`config.mk`:
```
export PLATFORM = sky130hd
export DESIGN_NAME = dhcp_option_tlv_parser
export DESIGN_NICKNAME = d
export VERILOG_FILES = /design/src/design/dtlv_pkg.sv /design/src/design/dhcp_option_tlv_parser.sv /design/src/design/dtlv_front.sv /design/src/design/dtlv_fifo.sv /design/src/design/dtlv_back.sv
export SDC_FILE = /design/constraint.sdc
export NUM_CORES = 1
export LEC_CHECK = 0
export BUFFER_PORTS_ARGS = -buffer_cell sky130_fd_sc_hd__buf_4
export CAP_MARGIN = 20
export CORE_ASPECT_RATIO = 1.5
export CORE_MARGIN = 1.5
export CORE_UTILIZATION = 66
export CTS_BUF_LIST = sky130_fd_sc_hd__clkbuf_8
export DETAILED_ROUTE_END_ITERATION = 7
export PLACE_DENSITY = 0.94
export SLEW_MARGIN = 5
export SYNTH_ARGS = -nofsm -noshare
export SYNTH_HDL_FRONTEND = slang
export SYNTH_HIERARCHICAL = 1
export SYNTH_SLANG_ARGS = --single-unit
```
`constraint.sdc`:
```
create_clock -name i_clk -period 9.2 [get_ports i_clk]
set_clock_uncertainty 0.2 [all_clocks]
set_input_delay 0.46 -clock i_clk [delete_from_list [all_inputs] [get_ports i_clk]]
set_output_delay 0.46 -clock i_clk [all_outputs]
set_load 0.01 [all_outputs]
```
`src/design/dtlv_pkg.sv`:
```
// ---------------------------------------------------------------------------
// dtlv_pkg
// types and constants shared by the option parser front, queue and back
// ---------------------------------------------------------------------------
package dtlv_pkg;

    // option type codes
    localparam logic [7:0] TYPE_PAD    = 8'd0;
    localparam logic [7:0] TYPE_END    = 8'hff;
    localparam logic [7:0] TYPE_VENDOR = 8'd43;
    localparam logic [7:0] TYPE_BOOT   = 8'd67;

    // captured options, entry i drives valid bit i
    localparam int KNOWN_COUNT = 6;
    localparam int ADDR_COUNT  = 5;
    localparam logic [7:0] KNOWN_TYPE [KNOWN_COUNT] =
        '{8'd53, 8'd1, 8'd3, 8'd51, 8'd54, 8'd42};

    // end status codes
    localparam logic [1:0] ST_END_OPT = 2'd0;
    localparam logic [1:0] ST_BETWEEN = 2'd1;
    localparam logic [1:0] ST_TRUNC   = 2'd2;

    // input request
    typedef struct packed {
        logic [7:0] data_byte;
        logic       is_last;
    } t_in_item;

    // result request
    typedef struct packed {
        logic [1:0]  end_status;
        logic [5:0]  valid_mask;
        logic [7:0]  msg_type;
        logic [31:0] net_mask;
        logic [31:0] gateway_addr;
        logic [31:0] lease_seconds;
        logic [31:0] server_id;
        logic [31:0] ntp_addr;
        logic        vendor_info_seen;
        logic        boot_file_seen;
    } t_result;

    // classified byte between front and back
    typedef struct packed {
        logic [7:0]             data;
        logic                   is_last;
        logic                   is_pad;
        logic                   is_end;
        logic                   is_vendor;
        logic                   is_boot;
        logic [KNOWN_COUNT-1:0] known;
        logic                   len_zero;
        logic                   len_one;
        logic                   len_four;
    } t_tok;

endpackage

```
`src/design/dhcp_option_tlv_parser.sv`:
```
// ---------------------------------------------------------------------------
// dhcp_option_tlv_parser
// parses a DHCP option area byte by byte, one result per packet
//
//   channel  | handshake           | payload
//   ---------+---------------------+---------------------------
//   input    | push / full         | i_item  (data_byte, is_last)
//   result   | empty / pop         | o_result (captured options)
//
// one byte per cycle sustained unless a last byte waits; the front is
// combinational and writes an accepted byte straight into the byte queue,
// where the parser consumes it from the registered queue slot.
// the result shows on the result ports the cycle after the last byte is parsed.
// a last byte waits in the queue while the result register holds a result
// that is not popped in the same cycle; full rises once FIFO_DEPTH bytes wait.
// reset is synchronous, active low, and empties the queue and result register.
// ---------------------------------------------------------------------------
module dhcp_option_tlv_parser #(
    parameter int FIFO_DEPTH = 4
) (
    input  logic               i_clk,
    input  logic               i_rst_n,
    input  logic               push,
    output logic               full,
    input  dtlv_pkg::t_in_item i_item,
    output logic               empty,
    input  logic               pop,
    output dtlv_pkg::t_result  o_result
);

    logic           q_wr;
    logic           q_rd;
    logic           q_full;
    logic           q_empty;
    dtlv_pkg::t_tok wr_tok;
    dtlv_pkg::t_tok rd_tok;

    assign full = q_full;

    // byte classification
    dtlv_front u_front (
        .i_push   (push),
        .i_item   (i_item),
        .i_q_full (q_full),
        .o_q_wr   (q_wr),
        .o_tok    (wr_tok)
    );

    // queue between front and back
    dtlv_fifo #(
        .DEPTH (FIFO_DEPTH)
    ) u_fifo (
        .i_clk    (i_clk),
        .i_rst_n  (i_rst_n),
        .i_wr_en  (q_wr),
        .i_wr_tok (wr_tok),
        .i_rd_en  (q_rd),
        .o_rd_tok (rd_tok),
        .o_full   (q_full),
        .o_empty  (q_empty)
    );

    // parser and result register
    dtlv_back u_back (
        .i_clk     (i_clk),
        .i_rst_n   (i_rst_n),
        .i_q_empty (q_empty),
        .i_tok     (rd_tok),
        .o_q_rd    (q_rd),
        .i_pop     (pop),
        .o_empty   (empty),
        .o_result  (o_result)
    );

endmodule

```
`src/design/dtlv_front.sv`:
```
// ---------------------------------------------------------------------------
// dtlv_front
// accepts option bytes and tags each with its possible type and length class
// ---------------------------------------------------------------------------
module dtlv_front (
    input  logic              i_push,
    input  dtlv_pkg::t_in_item i_item,
    input  logic              i_q_full,
    output logic              o_q_wr,
    output dtlv_pkg::t_tok    o_tok
);

    // take a request whenever the queue has room
    assign o_q_wr = i_push && !i_q_full;

    // byte classification, read as type or as length later by the back
    always_comb begin
        o_tok           = '0;
        o_tok.data      = i_item.data_byte;
        o_tok.is_last   = i_item.is_last;
        o_tok.is_pad    = (i_item.data_byte == dtlv_pkg::TYPE_PAD);
        o_tok.is_end    = (i_item.data_byte == dtlv_pkg::TYPE_END);
        o_tok.is_vendor = (i_item.data_byte == dtlv_pkg::TYPE_VENDOR);
        o_tok.is_boot   = (i_item.data_byte == dtlv_pkg::TYPE_BOOT);
        o_tok.len_zero  = (i_item.data_byte == 8'd0);
        o_tok.len_one   = (i_item.data_byte == 8'd1);
        o_tok.len_four  = (i_item.data_byte == 8'd4);
        for (int i = 0; i < dtlv_pkg::KNOWN_COUNT; i++) begin
            o_tok.known[i] = (i_item.data_byte == dtlv_pkg::KNOWN_TYPE[i]);
        end
    end

endmodule

```
`src/design/dtlv_fifo.sv`:
```
// ---------------------------------------------------------------------------
// dtlv_fifo
// short queue of classified bytes between front and back
// ---------------------------------------------------------------------------
module dtlv_fifo #(
    parameter int DEPTH = 4
) (
    input  logic           i_clk,
    input  logic           i_rst_n,
    input  logic           i_wr_en,
    input  dtlv_pkg::t_tok i_wr_tok,
    input  logic           i_rd_en,
    output dtlv_pkg::t_tok o_rd_tok,
    output logic           o_full,
    output logic           o_empty
);

    localparam int AW = (DEPTH > 1) ? $clog2(DEPTH) : 1;
    localparam int CW = $clog2(DEPTH + 1);
    localparam logic [AW-1:0] LAST_IDX = AW'(DEPTH - 1);
    localparam logic [CW-1:0] FULL_CNT = CW'(DEPTH);

    dtlv_pkg::t_tok r_slot [DEPTH];
    logic [AW-1:0]  r_wr_ptr;
    logic [AW-1:0]  r_rd_ptr;
    logic [CW-1:0]  r_count;
    logic [AW-1:0]  n_wr_ptr;
    logic [AW-1:0]  n_rd_ptr;
    logic [CW-1:0]  n_count;

    assign o_full   = (r_count == FULL_CNT);
    assign o_empty  = (r_count == '0);
    assign o_rd_tok = r_slot[r_rd_ptr];

    // pointer and fill count update
    always_comb begin
        n_wr_ptr = r_wr_ptr;
        n_rd_ptr = r_rd_ptr;
        n_count  = r_count;
        if (i_wr_en) begin
            n_wr_ptr = (r_wr_ptr == LAST_IDX) ? '0 : r_wr_ptr + 1'b1;
        end
        if (i_rd_en) begin
            n_rd_ptr = (r_rd_ptr == LAST_IDX) ? '0 : r_rd_ptr + 1'b1;
        end
        if (i_wr_en && !i_rd_en) begin
            n_count = r_count + 1'b1;
        end else if (!i_wr_en && i_rd_en) begin
            n_count = r_count - 1'b1;
        end
    end

    always_ff @(posedge i_clk) begin
        if (!i_rst_n) begin
            r_wr_ptr <= '0;
            r_rd_ptr <= '0;
            r_count  <= '0;
        end else begin
            r_wr_ptr <= n_wr_ptr;
            r_rd_ptr <= n_rd_ptr;
            r_count  <= n_count;
        end
    end

    // slot storage
    always_ff @(posedge i_clk) begin
        if (i_wr_en) begin
            r_slot[r_wr_ptr] <= i_wr_tok;
        end
    end

endmodule

```
`src/design/dtlv_back.sv`:
```
// ---------------------------------------------------------------------------
// dtlv_back
// option parser state machine, capture registers and result register
// ---------------------------------------------------------------------------
module dtlv_back (
    input  logic              i_clk,
    input  logic              i_rst_n,
    input  logic              i_q_empty,
    input  dtlv_pkg::t_tok    i_tok,
    output logic              o_q_rd,
    input  logic              i_pop,
    output logic              o_empty,
    output dtlv_pkg::t_result o_result
);

    typedef enum logic [3:0] {
        PH_TYPE = 4'b0001,
        PH_LEN  = 4'b0010,
        PH_BODY = 4'b0100,
        PH_DONE = 4'b1000
    } t_phase;

    t_phase      r_phase,     n_phase;
    logic [5:0]  r_cur_known, n_cur_known;
    logic        r_cur_vend,  n_cur_vend;
    logic        r_cur_boot,  n_cur_boot;
    logic [7:0]  r_left,      n_left;
    logic        r_matches,   n_matches;
    logic [31:0] r_accum,     n_accum;
    logic [5:0]  r_valid,     n_valid;
    logic [7:0]  r_msg,       n_msg;
    logic [31:0] r_addr [dtlv_pkg::ADDR_COUNT];
    logic [31:0] n_addr [dtlv_pkg::ADDR_COUNT];
    logic [1:0]  r_seen,      n_seen;

    logic              r_out_valid;
    dtlv_pkg::t_result r_out;
    dtlv_pkg::t_result n_out;

    logic out_ready;
    logic fire;
    logic finish;
    logic fin_match;

    // a last byte waits until the result register can take its result
    assign out_ready = !r_out_valid || i_pop;
    assign fire      = !i_q_empty && (!i_tok.is_last || out_ready);
    assign o_q_rd    = fire;
    assign o_empty   = !r_out_valid;
    assign o_result  = r_out;

    // parse step for the byte at the queue head
    always_comb begin
        n_phase     = r_phase;
        n_cur_known = r_cur_known;
        n_cur_vend  = r_cur_vend;
        n_cur_boot  = r_cur_boot;
        n_left      = r_left;
        n_matches   = r_matches;
        n_accum     = r_accum;
        n_valid     = r_valid;
        n_msg       = r_msg;
        n_seen      = r_seen;
        n_addr      = r_addr;
        finish      = 1'b0;
        fin_match   = 1'b0;

        unique case (r_phase)
            PH_TYPE: begin
                if (i_tok.is_end) begin
                    n_phase = PH_DONE;
                end else if (!i_tok.is_pad) begin
                    n_cur_known = i_tok.known;
                    n_cur_vend  = i_tok.is_vendor;
                    n_cur_boot  = i_tok.is_boot;
                    n_phase     = PH_LEN;
                end
            end
            PH_LEN: begin
                n_left    = i_tok.data;
                n_accum   = '0;
                n_matches = (r_cur_known[0] && i_tok.len_one)
                         || ((|r_cur_known[5:1]) && i_tok.len_four);
                if (i_tok.len_zero) begin
                    finish    = 1'b1;
                    fin_match = n_matches;
                    n_phase   = PH_TYPE;
                end else begin
                    n_phase = PH_BODY;
                end
            end
            PH_BODY: begin
                n_accum = {r_accum[23:0], i_tok.data};
                n_left  = r_left - 8'd1;
                if (r_left == 8'd1) begin
                    finish    = 1'b1;
                    fin_match = r_matches;
                    n_phase   = PH_TYPE;
                end
            end
            PH_DONE: begin
                n_phase = PH_DONE;
            end
            default: begin
                n_phase = PH_TYPE;
            end
        endcase

        // option complete: flags, then capture when the length matched
        if (finish) begin
            n_seen = r_seen | {r_cur_boot, r_cur_vend};
            if (fin_match) begin
                n_valid = r_valid | r_cur_known;
                if (r_cur_known[0]) begin
                    n_msg = n_accum[7:0];
                end
                for (int i = 0; i < dtlv_pkg::ADDR_COUNT; i++) begin
                    if (r_cur_known[i+1]) begin
                        n_addr[i] = n_accum;
                    end
                end
            end
        end
    end

    // result built from the state after this byte
    always_comb begin
        n_out                  = '0;
        if (n_phase == PH_DONE) begin
            n_out.end_status = dtlv_pkg::ST_END_OPT;
        end else if (n_phase == PH_TYPE) begin
            n_out.end_status = dtlv_pkg::ST_BETWEEN;
        end else begin
            n_out.end_status = dtlv_pkg::ST_TRUNC;
        end
        n_out.valid_mask       = n_valid;
        n_out.msg_type         = n_msg;
        n_out.net_mask         = n_addr[0];
        n_out.gateway_addr     = n_addr[1];
        n_out.lease_seconds    = n_addr[2];
        n_out.server_id        = n_addr[3];
        n_out.ntp_addr         = n_addr[4];
        n_out.vendor_info_seen = n_seen[0];
        n_out.boot_file_seen   = n_seen[1];
    end

    // parser state, cleared after every packet
    always_ff @(posedge i_clk) begin
        if (!i_rst_n || (fire && i_tok.is_last)) begin
            r_phase     <= PH_TYPE;
            r_cur_known <= '0;
            r_cur_vend  <= 1'b0;
            r_cur_boot  <= 1'b0;
            r_left      <= '0;
            r_matches   <= 1'b0;
            r_accum     <= '0;
            r_valid     <= '0;
            r_msg       <= '0;
            r_seen      <= '0;
            for (int i = 0; i < dtlv_pkg::ADDR_COUNT; i++) begin
                r_addr[i] <= '0;
            end
        end else if (fire) begin
            r_phase     <= n_phase;
            r_cur_known <= n_cur_known;
            r_cur_vend  <= n_cur_vend;
            r_cur_boot  <= n_cur_boot;
            r_left      <= n_left;
            r_matches   <= n_matches;
            r_accum     <= n_accum;
            r_valid     <= n_valid;
            r_msg       <= n_msg;
            r_seen      <= n_seen;
            r_addr      <= n_addr;
        end
    end

    // result register
    always_ff @(posedge i_clk) begin
        if (!i_rst_n) begin
            r_out_valid <= 1'b0;
        end else if (fire && i_tok.is_last) begin
            r_out_valid <= 1'b1;
        end else if (i_pop) begin
            r_out_valid <= 1'b0;
        end
    end

    always_ff @(posedge i_clk) begin
        if (fire && i_tok.is_last) begin
            r_out <= n_out;
        end
    end

endmodule

```
==> metrics.csv, run 1 <==
stage,metric,value,unit
floorplan,Boundary Pins,193,
synth,ranking of synthesized cells by area,"sky130_fd_sc_hd__edfxtp_1, sky130_fd_sc_hd__dfxtp_1, sky130_fd_sc_hd__a211oi_2, sky130_fd_sc_hd__o21ai_0, sky130_fd_sc_hd__nor2_1",
cells_and_area,"commonest cells after routing, fill and taps aside","sky130_fd_sc_hd__edfxtp_1, sky130_fd_sc_hd__dfxtp_1, sky130_fd_sc_hd__buf_4, sky130_fd_sc_hd__nor2_1, sky130_fd_sc_hd__nand2_1",
clock_network,clock net sink count,505,
sta,max frequency,0.2493,GHz
cells_and_area,fraction of final layout cells with drive strength greater than 1,24.26,%
synth,flip-flop cell with the highest count after synthesis,sky130_fd_sc_hd__edfxtp_1,
sta,RSZ-0062 raised after global routing,false,
clock_network,clock slew at reported path FFs,0.07,ns
synth,count of flip-flops with a built-in enable after synthesis,266,
cells_and_area,summed area of non-filler cells in the final layout,22960,um^2
clock_network,clock insertion delay at the later pin of the skew report,0.61,ns
worst_setup_path,Crit Path Category,flip-flop to flip-flop,
floorplan,Cell Rows,77,
worst_setup_path,family with the most delay on the worst path,buffers and inverters,
clock_network,setup fix buffers added after clock tree synthesis,0,
cells_and_area,area used by sequential logic in the layout,12770,um^2
worst_setup_path,crit end category,flip-flop,
drt,post-detailed-route via-to-cell ratio,6.469,
worst_setup_path,startpoint class of the critical path,flip-flop,
floorplan,horizontal die dimension,145.2,um
worst_setup_path,crit-path most repeated cell,sky130_fd_sc_hd__inv_1,
power,clock network fraction of design power,26.3,%
synth,post-synth top area share,39.93,%
hold_path,HP Class,input port to flip-flop,
floorplan,Die H,216.2,um
sta,Slew Limit Fails,0,
power,fraction of power spent switching nets,30.52,%
clock_network,CTS max path bufs,3,
sta,time the final worst path needs with I/O delays and setup,4.011,ns
worst_setup_path,required time worst endpoint,9.51,ns
synth,flip-flop and latch count after synthesis,505,
worst_setup_path,critical path data arrival time,4.32,ns
drt,final WL,50580,um
worst_setup_path,worst-path fanout max,22,
worst_setup_path,biggest cell delay along the critical path,0.58,ns
clock_network,Post-CTS Hold Fix Bufs,10,
grt,combined global-route utilization of all metal layers,30.98,%
cells_and_area,final standard cell count with taps included and fillers excluded,2285,
synth,count of different cell masters after synthesis,61,
place,total half-perimeter wirelength after legalization and detailed placement,29220,um
worst_setup_path,worst path buffer plus inverter count,4,
grt,global-route wire length before repair,76330,um
drt,number of DRC violations after detailed-routing iteration 0,1989,
synth,Post-Syn Instances,1666,
cells_and_area,Multi-input gate area,6480,um^2
worst_setup_path,endpoint of the worst register-to-register path,u_fifo/r_count[2],
power,worst-case vdd ir drop,219.0,uV
grt,maximum number of pins on one net before global-route repair,95,
clock_network,maximum level of the CTS H-tree,3,
place,number of buffer cells added on primary ports,192,
sta,transition time at the pin with the least slew margin,1.326,ns
floorplan,initial standard-cell utilization of the core,67.42,%
cells_and_area,most frequent standard cell in the layout excluding fill and tap cells,sky130_fd_sc_hd__edfxtp_1,
worst_setup_path,capturing element of the worst setup path,u_fifo/r_count[2],
floorplan,die footprint,31390,um^2
sta,period utilisation layout,43.59,%
synth,average size of a mapped cell,12.01,um^2
synth,Post-synth ARST share,0,%
drt,drt drc,0,
sta,worst-case hold slack,0.05124,ns
hold_path,Hold Crit Start,pop,
worst_setup_path,cell-by-cell listing of the critical path,"buf_4, mux4_2, nand3b_1, nand2_1, clkinv_1, inv_1, ha_1, inv_1, fa_1, xor2_1, or3_1, a21boi_0",
cells_and_area,filler instances,1584,
place,DP Area,21520,um^2
sta,headroom to the max-slew limit,11.60,%
synth,summed instance area of the synthesized netlist,20010,um^2
place,placed cells,2148,
worst_setup_path,number of cells on the critical path,12,
floorplan,Std-Cell Core Area,29670,um^2
worst_setup_path,worst reg2reg path depth,12,
power,share of power burned in registers,50.2,%
status,status,"complete, no violations",
clock_network,Num CTS Buffers,68,
drt,DR vias,14782,
clock_network,clock tree from TritonCTS,done,
synth,post-synthesis net count,1688,
drt,Detail Route Antenna Nets,0,
worst_setup_path,highest-delay cell along the critical path,sky130_fd_sc_hd__clkinv_1,
sta,Total Negative Setup Slacks,0,ns
cells_and_area,count of nets after finishing,1859,
grt,vias in the first global route,14260,
drt,drt wl/cell,22.14,um
clock_network,number of instances resized during post-cts repair,0,
run,Maximum Capacitance Violations,0,
worst_setup_path,worst setup slack for register-to-register paths,5.19,ns
clock_network,buffer cell driving the clock tree root,sky130_fd_sc_hd__clkbuf_8,
power,combinational cell fraction of total power,23.5,%
sta,count of final hold-check violations,0,
synth,number of warnings printed during yosys synthesis,6,
power,Pwr per Cell Area,261.1,nW/um^2
synth,biggest area consumer among synthesized cells,sky130_fd_sc_hd__edfxtp_1,
power,Switch Pwr,1830,uW
drt,Detailed Routing Iterations Pass 1,7,
power,Leak Pwr,0.007708,uW
grt,number of antenna violations at the first check in global routing,2,
sta,final setup vio count,0,
place,routability-driven placement congestion ratio,0.9022,
synth,sequential area share after synthesis,63.84,%
grt,global route total overflow,0,
cells_and_area,Syn-to-layout area delta,14.79,%
power,Internal Dissipation,4166,uW
[Yosys cell counts, drive strengths merged (6+ instances only)]
cell	count
a211oi	164
nor2	225
nor4	15
nor2b	9
o31ai	9
a32o	6
buf	64
nand2	190
mux4	22
nand2b	12
a21oi	15
nand3	10
edfxtp	266
clkbuf	78
a22oi	67
dfxtp	239
ha	8
o21ai	184
mux2i	12
and2	7
inv	11
nor3	8
[stage by stage]
stage / power [uW] / worst slack, ns / utilization [%]
floorplan: 3821 / 4.059 / -
global placement: 4361 / 5.507 / 72.51
detailed placement: 4415 / 5.348 / 72.51
CTS: 5971 / 5.260 / 77.05
global route: 6212 / 4.856 / 77.39
finish: 5996 / 5.189 / 77.39
[layer usage]
| metal | share of wire [%] | GRT usage [%] |
|---|---|---|
| met1 | 34 | 35.66 |
| met2 | 52 | 54.90 |
| met3 | 8.3 | 4.758 |
| met4 | 5.7 | 18.13 |
| met5 | 0 | 0 |
[logic make-up after synthesis]
kind of cell             count (synthesis)  share of synthesized area [%]
AO/OA/AOI/OAI                          463                          17.47
XOR/XNOR                                 2                        0.08758
adder cells (fa/ha/maj)                  9                         0.6004
buffers and inverters                  154                          4.097
flip-flops                             505                          63.84
multiplexers                            34                          3.115
AND/OR/NAND/NOR                        499                          10.79
[area by class of cell]
cell class | instances | share of cell area [%]
antenna | 2 | 0.02179
clock buffer | 75 | 4.495
clock inverter | 46 | 0.9317
inverter | 12 | 0.2179
multi-input combinational | 1007 | 28.22
sequential | 505 | 55.62
tap | 395 | 2.152
timing repair buffer | 243 | 8.347
[how the worst min path moves through the flow]
stage	end	depth (start not counted)
finish	u_back/r_out_valid	3
global route	u_back/r_out_valid	3
CTS	u_back/r_out_valid	3
detailed placement	u_back/r_valid[0]	2
global placement	u_back/r_valid[4]	2
floorplan	u_back/r_valid[1]	2
[worst min-delay path, delay by kind of cell]
family / cells / cell delay [ns]
and+or+nand+nor: 1 / 0.14
buffers and inverters: 1 / 0.11
AOI/OAI and AO/OA: 1 / 0.10
[state kept, by name, indices dropped and copies added (netlist names), named ones only]
register / cells
u_back/o_result: 178
u_back/r_addr: 160
u_fifo/r_slot: 88
u_back/r_accum: 32
u_back/r_left: 8
u_back/r_msg: 8
u_back/r_cur_known: 6
u_back/r_valid: 6
u_back/r_phase: 4
u_fifo/r_count: 3
u_back/r_seen: 2
u_fifo/r_rd_ptr: 2
u_fifo/r_wr_ptr: 2
u_back/r_cur_boot: 1
u_back/r_cur_vend: 1
u_back/r_matches: 1
u_back/r_out_valid: 1
[power groups by stage]
stage / Combinational (uW) / Sequential, uW / Clock (uW)
after floorplan: 626 / 3200 / 0
after global placement: 1330 / 3030 / 0
after detailed placement: 1370 / 3050 / 0
after CTS: 1380 / 3010 / 1580
after global routing: 1490 / 3040 / 1680
final: 1410 / 3010 / 1580
No activity file was read; power rests on OpenSTA's default activity.
==> run 2: changes to the inputs <==
ABC_AREA = 1   (was default)
CORE_UTILIZATION = 56   (was 66)
PLACE_DENSITY = 0.85   (was 0.94)
clock period = 3.2 ns   (was 9.2 ns; I/O delays follow)
==> run 2 against run 1 <==
Against the previous run:
- first-iteration DRC count fell by 13%
- cell count rose by 48%
- sequential cell count did not move
- critical path type unchanged
- register-to-register slack got worse by 5.0 ns
- via count rose by 23%
- wire length rose by 6.5%
- largest power group unchanged
- count of clock-buffer cells in the layout rose by 4
- global-route usage fell by 4.7 points
==> metrics.csv, run 2 <==
stage,metric,value,unit,change
run,Maximum Capacitance Violations,0,,unchanged
sta,max frequency,0.3342,GHz,+34%
sta,final setup vio count,0,,unchanged
synth,leading post-synthesis cells by instance count,"sky130_fd_sc_hd__nand2_1, sky130_fd_sc_hd__inv_1, sky130_fd_sc_hd__edfxtp_1, sky130_fd_sc_hd__nor2_1, sky130_fd_sc_hd__dfxtp_1",,
place,routability-driven placement congestion ratio,0.8610,,-4.6%
sta,Slew Limit Fails,0,,unchanged
worst_setup_path,biggest cell delay along the critical path,0.62,ns,+0.04 ns
worst_setup_path,worst path buffer plus inverter count,1,,-3
worst_setup_path,crit end category,flip-flop,,
place,placed cells,3228,,+50%
clock_network,clock slew at reported path FFs,0.06,ns,about the same
synth,count of flip-flops with a built-in enable after synthesis,266,,unchanged
cells_and_area,count of nets after finishing,2835,,+53%
clock_network,buffer cell driving the clock tree root,sky130_fd_sc_hd__clkbuf_8,,
place,worst setup timing slack at the placement stage,0.2898,ns,-5.059 ns
status,status,"complete, no violations",,
sta,RSZ-0062 raised after global routing,false,,
worst_setup_path,critical path data arrival time,3.19,ns,-1.13 ns
synth,number of warnings printed during yosys synthesis,6,,unchanged
clock_network,setup fix buffers added after clock tree synthesis,0,,unchanged
sta,final critical-path setup slack,0.2076,ns,-4.982 ns
sta,worst-case hold slack,0.04433,ns,-0.006918 ns
clock_network,CTS max path bufs,3,,unchanged
synth,flip-flop and latch count after synthesis,505,,unchanged
drt,Detail Route Antenna Nets,0,,unchanged
synth,post-synthesis net count,2675,,+58%
clock_network,clock net sink count,505,,unchanged
grt,vias in the first global route,17234,,+21%
sta,headroom to the max-slew limit,57.89,%,+46 points
grt,combined global-route utilization of all metal layers,26.31,%,-4.7 points
clock_network,clock tree from TritonCTS,done,,
cells_and_area,fraction of final layout cells with drive strength greater than 1,13.41,%,-11 points
floorplan,die footprint,40780,um^2,+30%
grt,global route total overflow,0,,unchanged
floorplan,Die H,246.6,um,+14%
cells_and_area,Syn-to-layout area delta,15.44,%,
synth,ranking of synthesized cells by area,"sky130_fd_sc_hd__edfxtp_1, sky130_fd_sc_hd__dfxtp_1, sky130_fd_sc_hd__nand2_1, sky130_fd_sc_hd__inv_1, sky130_fd_sc_hd__nand4_1",,
synth,sequential area share after synthesis,57.66,%,-6.2 points
hold_path,HP Class,input port to flip-flop,,
sta,time the final worst path needs with I/O delays and setup,2.992,ns,-1.018 ns
synth,flip-flop cell with the highest count after synthesis,sky130_fd_sc_hd__edfxtp_1,,
grt,number of antenna violations at the first check in global routing,1,,-1
cells_and_area,summed area of non-filler cells in the final layout,25570,um^2,+11%
drt,drt drc,0,,unchanged
synth,Post-synth ARST share,0,%,unchanged
cells_and_area,most frequent standard cell in the layout excluding fill and tap cells,sky130_fd_sc_hd__nand2_1,,
synth,biggest area consumer among synthesized cells,sky130_fd_sc_hd__edfxtp_1,,
drt,number of DRC violations after detailed-routing iteration 0,1726,,-13%
worst_setup_path,required time worst endpoint,3.40,ns,-6.11 ns
power,Leak Pwr,0.01009,uW,+31%
power,Pwr per Cell Area,760.7,nW/um^2,+190%
worst_setup_path,family with the most delay on the worst path,compound AO/OA/AOI/OAI gates,,
floorplan,Cell Rows,89,,+16%
sta,Total Negative Setup Slacks,0,ns,unchanged
sta,count of final hold-check violations,0,,unchanged
place,number of buffer cells added on primary ports,192,,unchanged
drt,final WL,53890,um,+6.5%
floorplan,horizontal die dimension,165.4,um,+14%
worst_setup_path,worst-path fanout max,24,,+9.1%
cells_and_area,final standard cell count with taps included and fillers excluded,3371,,+48%
floorplan,Boundary Pins,193,,unchanged
worst_setup_path,crit-path most repeated cell,sky130_fd_sc_hd__o21ai_0,,
floorplan,Std-Cell Core Area,39200,um^2,+32%
grt,maximum number of pins on one net before global-route repair,112,,+18%
synth,average size of a mapped cell,8.349,um^2,-30%
sta,period utilisation layout,93.51,%,+50 points
synth,count of different cell masters after synthesis,34,,-44%
cells_and_area,max reg flops,178,,unchanged
worst_setup_path,startpoint class of the critical path,flip-flop,,
drt,Detailed Routing Iterations Pass 1,5,,-2
drt,DR vias,18188,,+23%
drt,post-detailed-route via-to-cell ratio,5.395,,-17%
clock_network,clock insertion delay at the later pin of the skew report,0.64,ns,+0.03 ns
clock_network,maximum level of the CTS H-tree,3,,unchanged
clock_network,number of instances resized during post-cts repair,0,,unchanged
clock_network,Num CTS Buffers,71,,+4.4%
cells_and_area,"commonest cells after routing, fill and taps aside","sky130_fd_sc_hd__nand2_1, sky130_fd_sc_hd__inv_1, sky130_fd_sc_hd__nor2_1, sky130_fd_sc_hd__edfxtp_1, sky130_fd_sc_hd__dfxtp_1",,
drt,drt wl/cell,15.99,um,-28%
worst_setup_path,Crit Path Category,flip-flop to flip-flop,,
synth,post-synth top area share,36.06,%,-3.9 points
worst_setup_path,highest-delay cell along the critical path,sky130_fd_sc_hd__dfxtp_2,,
synth,Post-Syn Instances,2653,,+59%
synth,cell with the most instances after synthesis,sky130_fd_sc_hd__nand2_1,,
grt,global-route wire length before repair,84410,um,+11%
clock_network,Post-CTS Hold Fix Bufs,12,,+2
place,DP Area,24070,um^2,+12%
floorplan,initial standard-cell utilization of the core,56.51,%,-11 points
power,worst-case vdd ir drop,778.4,uV,+260%
sta,transition time at the pin with the least slew margin,0.6299,ns,-0.6961 ns
synth,summed instance area of the synthesized netlist,22150,um^2,+11%
worst_setup_path,cell-by-cell listing of the critical path,"o21ai_0, o22ai_1, inv_1, nor2_1, a21oi_4, nor2_4, nand2_1, o21ai_0",,
place,total half-perimeter wirelength after legalization and detailed placement,34290,um,+17%
==> run 2: changes by cell type in the layout (fill, tap and decap cells not counted), moves of 20 or more <==
cell	delta
sky130_fd_sc_hd__nor2_1	+42
sky130_fd_sc_hd__mux4_2	-20
sky130_fd_sc_hd__a21oi_1	+42
sky130_fd_sc_hd__nand4_1	+168
sky130_fd_sc_hd__a22oi_1	-67
sky130_fd_sc_hd__o22ai_1	+21
sky130_fd_sc_hd__o21ai_1	+78
sky130_fd_sc_hd__nand3_1	+21
sky130_fd_sc_hd__nand2_1	+478
sky130_fd_sc_hd__a211oi_1	-64
sky130_fd_sc_hd__clkinv_1	+25
sky130_fd_sc_hd__inv_1	+395
sky130_fd_sc_hd__a211oi_2	-99
==> run 2: tightest hold or removal path, cell delays in order <==
cell	delay [ns]
sky130_fd_sc_hd__buf_4	0.08
sky130_fd_sc_hd__nor2_1	0.07
sky130_fd_sc_hd__nand2_1	0.08
sky130_fd_sc_hd__nand2_2	0.08
sky130_fd_sc_hd__inv_6	0.18
sky130_fd_sc_hd__nand2_1	0.08
sky130_fd_sc_hd__a21oi_1	0.11
==> run 2: final timing paths <==
kind                startpoint                   end  slack, ns  depth (start not counted)
max                  flip-flop  u_back/o_result[163]       0.21                          8
max reg2reg          flip-flop  u_back/o_result[163]       0.21                          8
min reg2reg  u_back/r_valid[0]     u_back/r_valid[0]       0.26                          2
min                        pop    u_back/r_accum[10]       0.04                          7
==> run 2: logic make-up (layout without fill, tap and decap cells) <==
kind of cell	after synthesis	after routing	synth area share (%)
flip-flops	505	505	57.66
AND/OR/NAND/NOR	1158	1158	21.93
XOR/XNOR	3	3	0.1186
AO/OA/AOI/OAI	351	351	8.179
other	0	1	0
buffers and inverters	627	844	11.57
adder cells (fa/ha/maj)	9	9	0.5423
==> run 2: through the flow <==
stage | utilization, % | total power (uW)
floorplan | - | 12120
global placement | 61.40 | 14430
detailed placement | 61.40 | 14620
CTS | 65.23 | 19510
global route | 65.23 | 20420
finish | 65.23 | 19450
==> run 2: layout make-up <==
cell class | instances | area [um^2]
antenna | 1 | 2.502
clock buffer | 79 | 1087
clock inverter | 51 | 294.0
fill | 2956 | 13630
inverter | 448 | 1700
multi-input combinational | 1521 | 6847
sequential | 505 | 12770
tap | 500 | 625.6
timing repair buffer | 266 | 2240
==> run 2: report_power, final <==
part / switching, uW / internal (uW) / total [uW]
sequential: 490 / 8310 / 8800
clock: 2390 / 2520 / 4910
combinational: 3720 / 2020 / 5740
total: 6600 / 12900 / 19500
==> run 2: per-layer routing <==
| layer | global-route usage [%] | wire length [um] | up-vias | part of all wire [%] |
|---|---|---|---|---|
| li1 | - | - | 8793 | - |
| met1 | 30.35 | 19580 | 8357 | 36 |
| met2 | 45.77 | 27460 | 864 | 51 |
| met3 | 4.158 | 4433 | 174 | 8.2 |
| met4 | 15.34 | 2422 | 0 | 4.5 |
| met5 | 0 | 0 | - | 0 |
